--- src/sv/taq_pkg.sv ---
// Shared types and constants for the tick alarm queue.
// Holds the queue geometry, the entry layout and the control/status structs.
// Depends on nothing.
package taq_pkg;

    localparam int QUEUE_DEPTH = 16;
    localparam int MAX_OUT     = 16;

    localparam int PTR_W   = (QUEUE_DEPTH > 1) ? $clog2(QUEUE_DEPTH) : 1;
    localparam int CNT_W   = $clog2(QUEUE_DEPTH + 1);
    localparam int SUM_W   = PTR_W + 1;
    localparam int NFIRE_W = $clog2(MAX_OUT + 1);

    localparam int DELAY_W  = 16;
    localparam int TAG_W    = 8;
    localparam int TICK_W   = 64;
    localparam int STATUS_W = 2;

    // Division by 100 is a multiply by 2^24 / 100 rounded up, then a shift.
    localparam int RECIP_W     = 18;
    localparam int RECIP_SHIFT = 24;
    localparam logic [RECIP_W-1:0] MS_RECIP = 18'd167773;
    localparam int PROD_W      = DELAY_W + RECIP_W;

    typedef enum logic {
        OP_TICK = 1'b0,
        OP_SET  = 1'b1
    } t_opcode;

    typedef enum logic [STATUS_W-1:0] {
        ST_FIRED    = 2'd0,
        ST_ACCEPTED = 2'd1,
        ST_FULL     = 2'd2,
        ST_ZERO     = 2'd3
    } t_status;

    typedef enum logic [1:0] {
        RD_HEAD,
        RD_NEXT,
        RD_LAST,
        RD_PREV
    } t_rd_sel;

    typedef struct packed {
        logic [TICK_W-1:0] due;
        logic [TAG_W-1:0]  tag;
    } t_entry;

    typedef struct packed {
        logic    load_item;
        logic    tick_inc;
        logic    calc_due;
        t_rd_sel rd_sel;
        logic    idx_load_last;
        logic    idx_dec;
        logic    wr_en;
        logic    wr_shift;
        logic    wr_at_head;
        logic    cnt_inc;
        logic    pop;
        logic    fire_push;
        logic    fire_flush;
        logic    emit_set;
        t_status emit_status;
    } t_ctl_cmd;

    typedef struct packed {
        logic in_set;
        logic in_zero;
        logic full;
        logic empty;
        logic idx_zero;
        logic move_up;
        logic fire_ok;
    } t_dp_stat;

endpackage

--- src/sv/taq_ram.sv ---
// Generic simple dual-port RAM with one write port and a registered read port.
// Used for the alarm entry store. Depends on nothing.
module taq_ram #(
    parameter int WIDTH = 8,
    parameter int DEPTH = 16
) (
    input  logic                                       i_clk,
    input  logic                                       i_wr_en,
    input  logic [((DEPTH > 1) ? $clog2(DEPTH) : 1)-1:0] i_wr_addr,
    input  logic [WIDTH-1:0]                           i_wr_data,
    input  logic [((DEPTH > 1) ? $clog2(DEPTH) : 1)-1:0] i_rd_addr,
    output logic [WIDTH-1:0]                           o_rd_data
);

    logic [WIDTH-1:0] r_mem [DEPTH];

    always_ff @(posedge i_clk) begin
        if (i_wr_en) begin
            r_mem[i_wr_addr] <= i_wr_data;
        end
        o_rd_data <= r_mem[i_rd_addr];
    end

endmodule

--- src/sv/taq_dp.sv ---
// Datapath of the tick alarm queue: tick counter, due-time arithmetic,
// ring-buffer pointers over the entry RAM and the result registers.
// Depends on taq_pkg and taq_ram.
module taq_dp (
    input  logic                               i_clk,
    input  logic                               i_rst_n,
    input  logic                               i_opcode,
    input  logic [taq_pkg::DELAY_W-1:0]        i_delay_ms,
    input  logic [taq_pkg::TAG_W-1:0]          i_alarm_tag,
    input  taq_pkg::t_ctl_cmd                  i_cmd,
    output taq_pkg::t_dp_stat                  o_stat,
    output logic                               o_strobe,
    output logic [taq_pkg::STATUS_W-1:0]       o_status,
    output logic [taq_pkg::TAG_W-1:0]          o_fired_tag,
    output logic [taq_pkg::TICK_W-1:0]         o_now_ticks,
    output logic                               o_last
);

    localparam logic [taq_pkg::SUM_W-1:0] DEPTH_SUM = taq_pkg::SUM_W'(taq_pkg::QUEUE_DEPTH);

    function automatic logic [taq_pkg::PTR_W-1:0] ring_addr(
        input logic [taq_pkg::PTR_W-1:0] base,
        input logic [taq_pkg::PTR_W-1:0] off
    );
        logic [taq_pkg::SUM_W-1:0] sum;
        sum = {1'b0, base} + {1'b0, off};
        if (sum >= DEPTH_SUM) begin
            sum = sum - DEPTH_SUM;
        end
        return sum[taq_pkg::PTR_W-1:0];
    endfunction

    logic [taq_pkg::TICK_W-1:0]  r_tick, n_tick;
    logic [taq_pkg::CNT_W-1:0]   r_count, n_count;
    logic [taq_pkg::PTR_W-1:0]   r_head, n_head;
    logic [taq_pkg::PTR_W-1:0]   r_idx, n_idx;
    logic [taq_pkg::NFIRE_W-1:0] r_nfire, n_nfire;
    logic                        r_pend_v, n_pend_v;
    logic [taq_pkg::TAG_W-1:0]   r_pend_tag, n_pend_tag;
    logic [taq_pkg::PROD_W-1:0]  r_prod, n_prod;
    logic [taq_pkg::TICK_W-1:0]  r_due, n_due;
    logic [taq_pkg::TAG_W-1:0]   r_tag, n_tag;

    logic                        r_out_v, n_out_v;
    taq_pkg::t_status            r_out_status, n_out_status;
    logic [taq_pkg::TAG_W-1:0]   r_out_tag, n_out_tag;
    logic [taq_pkg::TICK_W-1:0]  r_out_now, n_out_now;
    logic                        r_last, n_last;

    logic [taq_pkg::PTR_W-1:0]   rd_off;
    logic [taq_pkg::PTR_W-1:0]   wr_off;
    logic [$bits(taq_pkg::t_entry)-1:0] ram_rd_data;
    taq_pkg::t_entry             rd_entry;
    taq_pkg::t_entry             wr_entry;

    always_comb begin
        unique case (i_cmd.rd_sel)
            taq_pkg::RD_HEAD: rd_off = '0;
            taq_pkg::RD_NEXT: rd_off = taq_pkg::PTR_W'(1);
            taq_pkg::RD_LAST: rd_off = taq_pkg::PTR_W'(r_count - taq_pkg::CNT_W'(1));
            taq_pkg::RD_PREV: rd_off = r_idx - taq_pkg::PTR_W'(1);
            default:          rd_off = '0;
        endcase
    end

    assign wr_off   = i_cmd.wr_at_head ? '0 : r_idx + taq_pkg::PTR_W'(1);
    assign rd_entry = taq_pkg::t_entry'(ram_rd_data);
    assign wr_entry = i_cmd.wr_shift ? rd_entry : taq_pkg::t_entry'({r_due, r_tag});

    taq_ram #(
        .WIDTH($bits(taq_pkg::t_entry)),
        .DEPTH(taq_pkg::QUEUE_DEPTH)
    ) u_ram (
        .i_clk     (i_clk),
        .i_wr_en   (i_cmd.wr_en),
        .i_wr_addr (ring_addr(r_head, wr_off)),
        .i_wr_data (wr_entry),
        .i_rd_addr (ring_addr(r_head, rd_off)),
        .o_rd_data (ram_rd_data)
    );

    always_comb begin
        o_stat.in_set   = (i_opcode == taq_pkg::OP_SET);
        o_stat.in_zero  = (i_delay_ms == '0);
        o_stat.full     = (r_count == taq_pkg::CNT_W'(taq_pkg::QUEUE_DEPTH));
        o_stat.empty    = (r_count == '0);
        o_stat.idx_zero = (r_idx == '0);
        o_stat.move_up  = (rd_entry.due > r_due);
        o_stat.fire_ok  = (r_count != '0) && (rd_entry.due <= r_tick)
                          && (r_nfire != taq_pkg::NFIRE_W'(taq_pkg::MAX_OUT));
    end

    always_comb begin
        n_tick       = r_tick;
        n_count      = r_count;
        n_head       = r_head;
        n_idx        = r_idx;
        n_nfire      = r_nfire;
        n_pend_v     = r_pend_v;
        n_pend_tag   = r_pend_tag;
        n_prod       = r_prod;
        n_due        = r_due;
        n_tag        = r_tag;
        n_out_v      = 1'b0;
        n_out_status = r_out_status;
        n_out_tag    = r_out_tag;
        n_out_now    = r_out_now;
        n_last       = r_last;

        if (i_cmd.load_item) begin
            n_tag   = i_alarm_tag;
            n_prod  = taq_pkg::PROD_W'(i_delay_ms) * taq_pkg::PROD_W'(taq_pkg::MS_RECIP);
            n_nfire = '0;
        end
        if (i_cmd.tick_inc) begin
            n_tick = r_tick + taq_pkg::TICK_W'(1);
        end
        if (i_cmd.calc_due) begin
            n_due = r_tick
                    + taq_pkg::TICK_W'(r_prod[taq_pkg::PROD_W-1:taq_pkg::RECIP_SHIFT]);
        end
        if (i_cmd.idx_load_last) begin
            n_idx = taq_pkg::PTR_W'(r_count - taq_pkg::CNT_W'(1));
        end else if (i_cmd.idx_dec) begin
            n_idx = r_idx - taq_pkg::PTR_W'(1);
        end
        if (i_cmd.cnt_inc) begin
            n_count = r_count + taq_pkg::CNT_W'(1);
        end else if (i_cmd.pop) begin
            n_count = r_count - taq_pkg::CNT_W'(1);
            n_head  = ring_addr(r_head, taq_pkg::PTR_W'(1));
        end

        if (i_cmd.emit_set) begin
            n_out_v      = 1'b1;
            n_out_status = i_cmd.emit_status;
            n_out_tag    = r_tag;
            n_out_now    = r_tick;
            n_last       = 1'b1;
        end
        if (i_cmd.fire_push) begin
            n_nfire    = r_nfire + taq_pkg::NFIRE_W'(1);
            n_pend_v   = 1'b1;
            n_pend_tag = rd_entry.tag;
            if (r_pend_v) begin
                n_out_v      = 1'b1;
                n_out_status = taq_pkg::ST_FIRED;
                n_out_tag    = r_pend_tag;
                n_out_now    = r_tick;
                n_last       = 1'b0;
            end
        end
        if (i_cmd.fire_flush) begin
            n_pend_v = 1'b0;
            if (r_pend_v) begin
                n_out_v      = 1'b1;
                n_out_status = taq_pkg::ST_FIRED;
                n_out_tag    = r_pend_tag;
                n_out_now    = r_tick;
                n_last       = 1'b1;
            end
        end
    end

    always_ff @(posedge i_clk) begin
        if (!i_rst_n) begin
            r_tick   <= '0;
            r_count  <= '0;
            r_head   <= '0;
            r_idx    <= '0;
            r_nfire  <= '0;
            r_pend_v <= 1'b0;
            r_out_v  <= 1'b0;
        end else begin
            r_tick   <= n_tick;
            r_count  <= n_count;
            r_head   <= n_head;
            r_idx    <= n_idx;
            r_nfire  <= n_nfire;
            r_pend_v <= n_pend_v;
            r_out_v  <= n_out_v;
        end
    end

    always_ff @(posedge i_clk) begin
        r_pend_tag   <= n_pend_tag;
        r_prod       <= n_prod;
        r_due        <= n_due;
        r_tag        <= n_tag;
        r_out_status <= n_out_status;
        r_out_tag    <= n_out_tag;
        r_out_now    <= n_out_now;
        r_last       <= n_last;
    end

    assign o_strobe    = r_out_v;
    assign o_status    = r_out_status;
    assign o_fired_tag = r_out_tag;
    assign o_now_ticks = r_out_now;
    assign o_last      = r_last;

    a_count_range: assert property (@(posedge i_clk) disable iff (!i_rst_n)
        r_count <= taq_pkg::CNT_W'(taq_pkg::QUEUE_DEPTH))
        else $error("Entry count exceeds the queue depth.");

    a_pop_nonempty: assert property (@(posedge i_clk) disable iff (!i_rst_n)
        i_cmd.pop |-> (r_count != '0))
        else $error("An entry was removed from an empty queue.");

    a_fire_cap: assert property (@(posedge i_clk) disable iff (!i_rst_n)
        r_nfire <= taq_pkg::NFIRE_W'(taq_pkg::MAX_OUT))
        else $error("More alarms fired on one tick than allowed.");

    a_flush_last: assert property (@(posedge i_clk) disable iff (!i_rst_n)
        (i_cmd.fire_flush && r_pend_v)
        |=> (r_out_v && r_last && (r_out_status == taq_pkg::ST_FIRED)))
        else $error("The final fired alarm was not reported with its last marker.");

endmodule

--- src/sv/taq_ctrl.sv ---
// Controller state machine of the tick alarm queue.
// Sequences sorted insertion and the drain of due alarms. Depends on taq_pkg.
module taq_ctrl (
    input  logic              i_clk,
    input  logic              i_rst_n,
    input  logic              i_start,
    input  taq_pkg::t_dp_stat i_stat,
    output taq_pkg::t_ctl_cmd o_cmd,
    output logic              o_busy
);

    typedef enum logic [2:0] {
        S_IDLE,
        S_IGN,
        S_REJ,
        S_DUE,
        S_INS,
        S_PUT,
        S_DRAIN
    } t_state;

    t_state r_state, n_state;

    always_comb begin
        n_state             = r_state;
        o_cmd               = '0;
        o_cmd.rd_sel        = taq_pkg::RD_HEAD;
        o_cmd.emit_status   = taq_pkg::ST_ACCEPTED;

        unique case (r_state)
            S_IDLE: begin
                if (i_start) begin
                    o_cmd.load_item = 1'b1;
                    if (i_stat.in_set) begin
                        if (i_stat.in_zero) begin
                            n_state = S_IGN;
                        end else if (i_stat.full) begin
                            n_state = S_REJ;
                        end else begin
                            n_state = S_DUE;
                        end
                    end else begin
                        o_cmd.tick_inc = 1'b1;
                        n_state        = S_DRAIN;
                    end
                end
            end
            S_IGN: begin
                o_cmd.emit_set    = 1'b1;
                o_cmd.emit_status = taq_pkg::ST_ZERO;
                n_state           = S_IDLE;
            end
            S_REJ: begin
                o_cmd.emit_set    = 1'b1;
                o_cmd.emit_status = taq_pkg::ST_FULL;
                n_state           = S_IDLE;
            end
            S_DUE: begin
                o_cmd.calc_due = 1'b1;
                if (i_stat.empty) begin
                    n_state = S_PUT;
                end else begin
                    o_cmd.rd_sel        = taq_pkg::RD_LAST;
                    o_cmd.idx_load_last = 1'b1;
                    n_state             = S_INS;
                end
            end
            S_INS: begin
                o_cmd.wr_en = 1'b1;
                if (i_stat.move_up) begin
                    o_cmd.wr_shift = 1'b1;
                    if (i_stat.idx_zero) begin
                        n_state = S_PUT;
                    end else begin
                        o_cmd.rd_sel  = taq_pkg::RD_PREV;
                        o_cmd.idx_dec = 1'b1;
                    end
                end else begin
                    o_cmd.cnt_inc  = 1'b1;
                    o_cmd.emit_set = 1'b1;
                    n_state        = S_IDLE;
                end
            end
            S_PUT: begin
                o_cmd.wr_en      = 1'b1;
                o_cmd.wr_at_head = 1'b1;
                o_cmd.cnt_inc    = 1'b1;
                o_cmd.emit_set   = 1'b1;
                n_state          = S_IDLE;
            end
            S_DRAIN: begin
                if (i_stat.fire_ok) begin
                    o_cmd.fire_push = 1'b1;
                    o_cmd.pop       = 1'b1;
                    o_cmd.rd_sel    = taq_pkg::RD_NEXT;
                end else begin
                    o_cmd.fire_flush = 1'b1;
                    n_state          = S_IDLE;
                end
            end
            default: begin
                n_state = S_IDLE;
            end
        endcase
    end

    always_ff @(posedge i_clk) begin
        if (!i_rst_n) begin
            r_state <= S_IDLE;
        end else begin
            r_state <= n_state;
        end
    end

    assign o_busy = (r_state != S_IDLE);

endmodule

--- src/sv/tick_alarm_queue.sv ---
// Set alarm: a zero delay or a full queue is answered from the S_IGN or S_REJ state; an insertion
// passes S_DUE, then stays in S_INS while it moves later-due entries up, or goes to S_PUT, then reports.
// Tick: fired results come from S_DRAIN, one per cycle; busy stays high while due alarms are
// fired and the last one is flushed. Time is set by the serial walk over the entry RAM port.
// Synchronous reset clears the tick count and empties the queue at once; RAM is not swept.
// The receiver cannot stall: each result is shown for exactly one cycle. Depends on taq_pkg.
module tick_alarm_queue (
    input  logic                         i_clk,
    input  logic                         i_rst_n,
    input  logic                         start,
    output logic                         busy,
    input  logic                         i_opcode,
    input  logic [taq_pkg::DELAY_W-1:0]  i_delay_ms,
    input  logic [taq_pkg::TAG_W-1:0]    i_alarm_tag,
    output logic                         o_strobe,
    output logic [taq_pkg::STATUS_W-1:0] o_status,
    output logic [taq_pkg::TAG_W-1:0]    o_fired_tag,
    output logic [taq_pkg::TICK_W-1:0]   o_now_ticks,
    output logic                         o_last
);

    taq_pkg::t_ctl_cmd cmd;
    taq_pkg::t_dp_stat stat;

    taq_ctrl u_ctrl (
        .i_clk   (i_clk),
        .i_rst_n (i_rst_n),
        .i_start (start),
        .i_stat  (stat),
        .o_cmd   (cmd),
        .o_busy  (busy)
    );

    taq_dp u_dp (
        .i_clk       (i_clk),
        .i_rst_n     (i_rst_n),
        .i_opcode    (i_opcode),
        .i_delay_ms  (i_delay_ms),
        .i_alarm_tag (i_alarm_tag),
        .i_cmd       (cmd),
        .o_stat      (stat),
        .o_strobe    (o_strobe),
        .o_status    (o_status),
        .o_fired_tag (o_fired_tag),
        .o_now_ticks (o_now_ticks),
        .o_last      (o_last)
    );

endmodule

--- config.mk ---
export PLATFORM = sky130hd
export DESIGN_NAME = tick_alarm_queue
export DESIGN_NICKNAME = d
export VERILOG_FILES = /design/src/sv/taq_pkg.sv /design/src/sv/taq_ram.sv /design/src/sv/taq_dp.sv /design/src/sv/taq_ctrl.sv /design/src/sv/tick_alarm_queue.sv
export SDC_FILE = /design/constraint.sdc
export NUM_CORES = 2
export LEC_CHECK = 0
export ABC_AREA = 1
export BUFFER_PORTS_ARGS = -buffer_cell sky130_fd_sc_hd__buf_2
export CAP_MARGIN = 30
export CORE_MARGIN = 10
export CORE_UTILIZATION = 57
export DETAILED_ROUTE_END_ITERATION = 8
export PLACE_DENSITY = 0.76
export SETUP_SLACK_MARGIN = 0.5
export SLEW_MARGIN = 15
export SYNTH_ARGS = -nofsm -noshare
export SYNTH_HDL_FRONTEND = slang
export SYNTH_SLANG_ARGS = --single-unit
--- constraint.sdc ---
create_clock -name i_clk -period 7.15 [get_ports i_clk]
set_clock_uncertainty 0.15 [all_clocks]
set_input_delay 1.43 -clock i_clk [delete_from_list [all_inputs] [get_ports i_clk]]
set_output_delay 1.43 -clock i_clk [all_outputs]
set_load 0.01 [all_outputs]
; Word level (Yosys, flattened, before mapping)
; Memories as Yosys holds them, arrays and structs flattened. A register that Yosys moved wholly into a read port is not among the register bits.
; Index checks and enable logic that the tools add are counted.
[totals]
reg_bits = 276
latchBits = 0
ramBits = 1152
mem_bits_ro = 0
inputBits = 28
out_inout_bits = 77
word_cells = 141
n_memories = 1
[mem_list]
columns = memory, words, width, read_ports, rd_clocked_by_memory_dff, wr, line
row1 = u_dp.u_ram.r_mem, 16, 72, 1, 1, 1, taq_ram.sv:15  ; logic [WIDTH-1:0] r_mem [DEPTH];
[classes]
addsub = 13
n_mul = 1
div_mod_pow = 0
magnitude_cmp = 5
n_eq_ne = 14
shifts = 0
muxes = 72
bitwise_logic = 2
reduce_logical = 17
[ops]
columns = cell, n
row1 = $mux W64, 5
row2 = $mux W72, 1
row3 = $add A64 B1 Y64 const B, 1
row4 = $add A64 B10 Y64, 1
row5 = $gt A64 B64 Y1, 1
row6 = $le A64 B64 Y1, 1
row7 = $mux W8, 5
row8 = $mul A16 B18 Y34 const B, 1
row9 = $mux W1, 27
row10 = $mux W3, 8
row11 = $mux W4, 6
row12 = $mux W2, 10
row13 = $mux W5, 4
row14 = $logic_not A16 Y1, 1
row15 = $pmux W4 S4, 1
row16 = $sub A4 B1 Y4 const B, 4
row17 = $ge A5 B5 Y1 const B, 3
row18 = $pmux W3 S4, 1
row19 = $add A4 B4 Y5, 2
row20 = $add A5 B1 Y5 const B, 2
row21 = $eq A3 B3 Y1 const B, 3
row22 = $eq A3 B2 Y1 const B, 2
row23 = $pmux W2 S3, 1
row24 = $reduce_bool A2 Y1, 3
row25 = other kinds (24), 30

; Longest topological paths before layout
[depth]
word_depth = 10
mapped_depth = 33
ltp_nobuf = 30

; Cells and area by module
; A second synthesis with hierarchy kept.
[hier_totals]
hier_cells = 7445
hier_area_um2 = 72097.9
[by_module_without_submodules]
columns = module, instances, cells_per_inst, area_per_inst_um2, seq_area_each_um2
row1 = taq_ram, 1, 4732, 50763.7, 36034.6
row2 = taq_dp, 1, 2657, 21011.4, 5885.6
row3 = taq_ctrl, 1, 56, 322.8, 60.1

; Worst setup path after synthesis
; Ideal clock, no wire load.
[synth_path]
path_type = reg2reg
from = reg u_ctrl.r_state[1]
to = reg u_dp.u_ram.o_rd_data[0], read port of u_dp.u_ram.r_mem
setup_ns = 0.112
arrival_ns = 6.441
t_required_ns = 6.888
path_slack_ns = 0.446
path_stages_with_launch = 17
path_buffers = 3
period_less_slack_ns = 6.704
cell_sequence = dfxtp_1 nand2_1 nor2_1 nand2_1 nand2_4 inv_1 o21ai_0 inv_1 ha_1 fa_1 xnor2_1 buf_2 clkbuf_1 clkbuf_1 o21ai_0 nand2_1 nand2_1
[synth_between]
elab_chain_cells = 7
elab_cells_between_ends = 13
cone_classes = add/sub (2) / order compare (1) / eq/ne (6) / mux (3) / reduce/logical (1)
[synth_lines]
columns = item, line
row1 = from (decl), taq_ctrl.sv:22  ; t_state r_state, n_state;
row2 = from (signal assigned), taq_ctrl.sv:111  ; r_state <= n_state;
row3 = $eq A3 B3 Y1 / $eq A3 B2 Y1 (equally long branches), taq_ctrl.sv:30  ; unique case (r_state)
row4 = $pmux W2 S3 (*), taq_ctrl.sv:30
row5 = "$eq A2 B2 Y1, or another cell as far along", taq_dp.sv:57  ; unique case (i_cmd.rd_sel)
row6 = $pmux W4 S4 (*), taq_dp.sv:57
row7 = $add A4 B4 Y5 (*), taq_dp.sv:26  ; sum = {1'b0, base} + {1'b0, off};
row8 = $sub A4 B1 Y4 / $ge A5 B5 Y1 (equally long branches), "taq_dp.sv:28, taq_dp.sv:27"
row9 = $mux W4 (*), taq_dp.sv:27  ; if (sum >= DEPTH_SUM) begin
row10 = to (decl), taq_ram.sv:12  ; output logic [WIDTH-1:0] o_rd_data
; Mark *: on every way between the ends. The rest lies on a longest branch, timed or not.
; A chain may end at the register's enable or synchronous reset.

; Worst setup path in the final report
[layout_path]
from = in i_delay_ms[1] (netlist bit)
to = reg u_dp.r_prod[31] (netlist bit), data pin
[layout_between]
elab_chain_cells = 1
[layout_lines]
columns = item, line
row1 = from (decl), tick_alarm_queue.sv:13  ; input logic [taq_pkg::DELAY_W-1:0] i_delay_ms,
row2 = $mul A16 B18 Y34, taq_dp.sv:112  ; n_prod = taq_pkg::PROD_W'(i_delay_ms) * taq_pkg::PROD_W'(taq_pkg::MS_RECIP);
row3 = to (signal assigned), taq_dp.sv:187  ; r_prod <= n_prod;
row4 = to (decl), taq_dp.sv:40  ; logic [taq_pkg::PROD_W-1:0] r_prod, n_prod;
; No other way between the ends.

==> impl_results.md <==
* Status: finished clean
* IO Port Bufs at 104
* Initial antenna violation count at 2
* Routed WL at 183,000 um
* Antenna cells at 0
* Syn Nets at 6,440
* CTS clk-pin slew, worst paths at 0.06 ns
* Layout cell share with drive strength beyond 1 at 0.0934
* Yosys reg bits at 1,476
* Actual slew at the worst max-slew pin at 0.972 ns
* Netlist cell types at 52
* Reg2reg end: u_dp.u_ram.o_rd_data[4]$_DFF_P_
* WP data arrival at 6.49 ns
* Hold depth at 0
* Post-synth EDFFs at 1,242
* Post-synth top cells: 1,242 x edfxtp_1, 1,165 x nand2_1, 567 x o21ai_0, 503 x nor2_1, 443 x inv_1
* Static Leak at 0.0285 uW
* Synth Flop Type: edfxtp_1
* F_max at 163 MHz
* Min cycle time layout at 6.12 ns
* Clk buf depth at 3
* Mux share of post-synthesis cell area at 0.000167
* Cells after Synth at 6,016
* CTS Sinks at 1,476
* Compound-Gate Fraction of Synth Area at 0.110
* CTS buffer count at 148
* H-tree levels at 4
* Detailed Routing Iterations Pass 1 at 6
* Final HPWL DP at 107,000 um
* Post-synthesis simple-gate area fraction at 0.122
* Cell with the most instances after synthesis: edfxtp_1
* Worst vdd ir at 0.324 mV
* Clock Latency Late Sink at 0.77 ns
* Worst Path Required at 7.52 ns
* Via count at 47,249
* HP Class: reg2reg
* Synth Area in XOR/XNOR at 0.0138
* Final Cycle Share at 0.856
* Pin count of the biggest net entering global routing at 167
* Critical R2R Launch: u_dp.r_tick[8]$_SDFFE_PN0P_
* Crit path max fanout at 5
* DR WL/cell at 23.5 um
* Adder and majority gate portion of the synthesized area at 0.0852
* Hold Vio Cnt, Final at 0
* Endpoints failing setup at 0
* Sequential element share of the synthesized area at 0.623
* Total global routing overflow at 0
* Hold-fix buffers, CTS at 0
* R2R cell count at 25
* Element type at the critical path end: register
* Crit start category: input port
* GR Util All Layers at 0.272
* Vias/cell at 6.07
* Chip height at 364 um
* Worst Hold Path EP: u_dp.r_pend_tag[6]$_DFFE_PN_
* CTS tree: done
* Total power at 20,800 uW
* Cts repair resizes at 0
* Max-slew violation count at 0
* Initial Utilization at 0.573
* Main combinational cell family by area after synthesis: simple AND/OR/NAND/NOR gates
* RSZ-0062 raised after global routing: no
* IO Pins at 105
* FP Rows at 126
* Final setup TNS at 0 ns
* Core area at 118,000 um2
* Clk root buf: clkbuf_16
* First-pass GRT wire length at 276,000 um
* Synth top area cells: edfxtp_1 55%, dfxtp_1 7.0%, nand2_1 6.5%
* Ys Warns at 0
* Synth async-reset ratio at 0
* Synthesis-to-layout area growth at 11.5%
* Hold Startpoint: u_dp.u_ram.o_rd_data[6]$_DFF_P_
* WS Path Type: in2reg
* Mapped Area at 67,300 um2
* Leading area contributor after synthesis: edfxtp_1
* Die ar. at 132,000 um2
* Vias in the first global route at 46,064
* Mean Syn Cell Area at 11.2 um2
* Yosys top cell area share at 0.554
* Antenna Nets Post-Route at 0
* Setup Fix Bufs, Post-CTS at 0
* PwrDens at 277 nW/um2
* 1st-iter DRT viols at 5,367
* Nets at 6,550
* Die W at 364 um
* Slew margin rel. at 0.351
* Global placer's final weighted congestion at 0.961
* Drc violations at 0
* Max-Cap Viols at 0
* R2R Setup Slk at 1.45 ns
[layout by cell type (no fill, tap or decap), drive strengths merged, types with 9 or more instances in the layout]
master and instances:
a21oi 295, ha 292, o22ai 146, o21a 14, fa 104, clkinv 55, dfxtp 234, nor4 27
nor2 516, nand3 151, a32o 144, nand4 42, nand2 1179, edfxtp 1242, inv 489, xor2 97
o21ai 644, xnor2 9, nor3 70, clkbuf 204, buf 245
[worst max path at each step]
stage	start	endpoint	slack, ns	depth (start not counted)
2_1_floorplan	i_delay_ms[1]	u_dp.r_prod[31]$_DFFE_PP_	0.95	20
3_3_place_gp	i_delay_ms[1]	u_dp.r_prod[31]$_DFFE_PP_	0.24	21
3_5_place_dp	i_delay_ms[1]	u_dp.r_prod[31]$_DFFE_PP_	0.31	21
4_1_cts	i_delay_ms[1]	u_dp.r_prod[31]$_DFFE_PP_	1.07	21
5_1_grt	i_delay_ms[1]	u_dp.r_prod[31]$_DFFE_PP_	0.71	21
6_report	i_delay_ms[1]	u_dp.r_prod[31]$_DFFE_PP_	1.03	21
[layout make-up]
cell class / instances / area (um2)
clock buffer: 204 / 4160
clock inverter: 72 / 732
fill: 8872 / 42500
inverter: 483 / 1830
multi-input combinational: 3772 / 22400
sequential: 1476 / 42000
tap: 1536 / 1920
timing repair buffer: 245 / 2040
[flip-flops by register name, indices dropped and copies added (netlist names)]
signal and count:
u_ctrl.r_state 3, u_dp.o_fired_tag 8, u_dp.o_last 1, u_dp.o_now_ticks 64, u_dp.o_status 2, u_dp.o_strobe 1, u_dp.r_count 5, u_dp.r_due 64
u_dp.r_head 4, u_dp.r_idx 4, u_dp.r_nfire 5, u_dp.r_pend_tag 8, u_dp.r_pend_v 1, u_dp.r_prod 10, u_dp.r_tag 8, u_dp.r_tick 64
u_dp.u_ram.o_rd_data 72, u_dp.u_ram.r_mem 1152
[routing by layer]
layer  track usage  vias to the layer above  share of wire
met4         0.105                        2          0.038
met3        0.0473                      436          0.094
met1         0.362                    23009           0.39
li1              -                    21406              -
met2         0.446                     2396           0.48
met5             0                        -       0.000071
[cell families (layout without fill, tap and decap cells)]
logic type                 after synthesis  after routing
DFF                                   1476           1476
xor gates and xnor gates               106            106
adders and majority gates              396            396
buffers and inverters                  768           1004
muxes                                    1              1
AOI/OAI and AO/OA                     1273           1273
and+or+nand+nor                       1996           1996
[where the power goes]
| part | internal (uW) | switching, uW |
|---|---|---|
| clock network | 4410 | 3350 |
| registers | 9460 | 54.0 |
| logic | 1320 | 2220 |
| total | 15200 | 5620 |
[worst max-delay path: stages]
cell and delay [ns]:
buf_2 0.15, fa_1 0.61, inv_1 0.07, fa_1 0.46, fa_1 0.54, fa_1 0.44, fa_1 0.57, inv_1 0.06
fa_1 0.48, ha_1 0.34, nand2_1 0.06, nor2_1 0.14, inv_1 0.06, o211ai_1 0.38, nand3_1 0.13, nand2_1 0.09
nand2_1 0.05, o211ai_1 0.15, nand2_1 0.11, nand4_1 0.09, nand2_1 0.06
[metrics by stage]
step	setup WS, ns	utilization	cells	hold slack (ns)	area [um2]
3_5_place_dp	0.308	0.597	7510	0.279	70200
6_report	1.03	0.638	7788	0.298	75100
5_1_grt	0.709	0.638	7788	0.305	75100
4_1_cts	1.07	0.638	7786	0.295	75100
3_3_place_gp	0.242	0.597	7508	0.274	70200
2_1_floorplan	0.952	-	6016	0.259	67300
No activity file was read; power rests on OpenSTA's default activity.
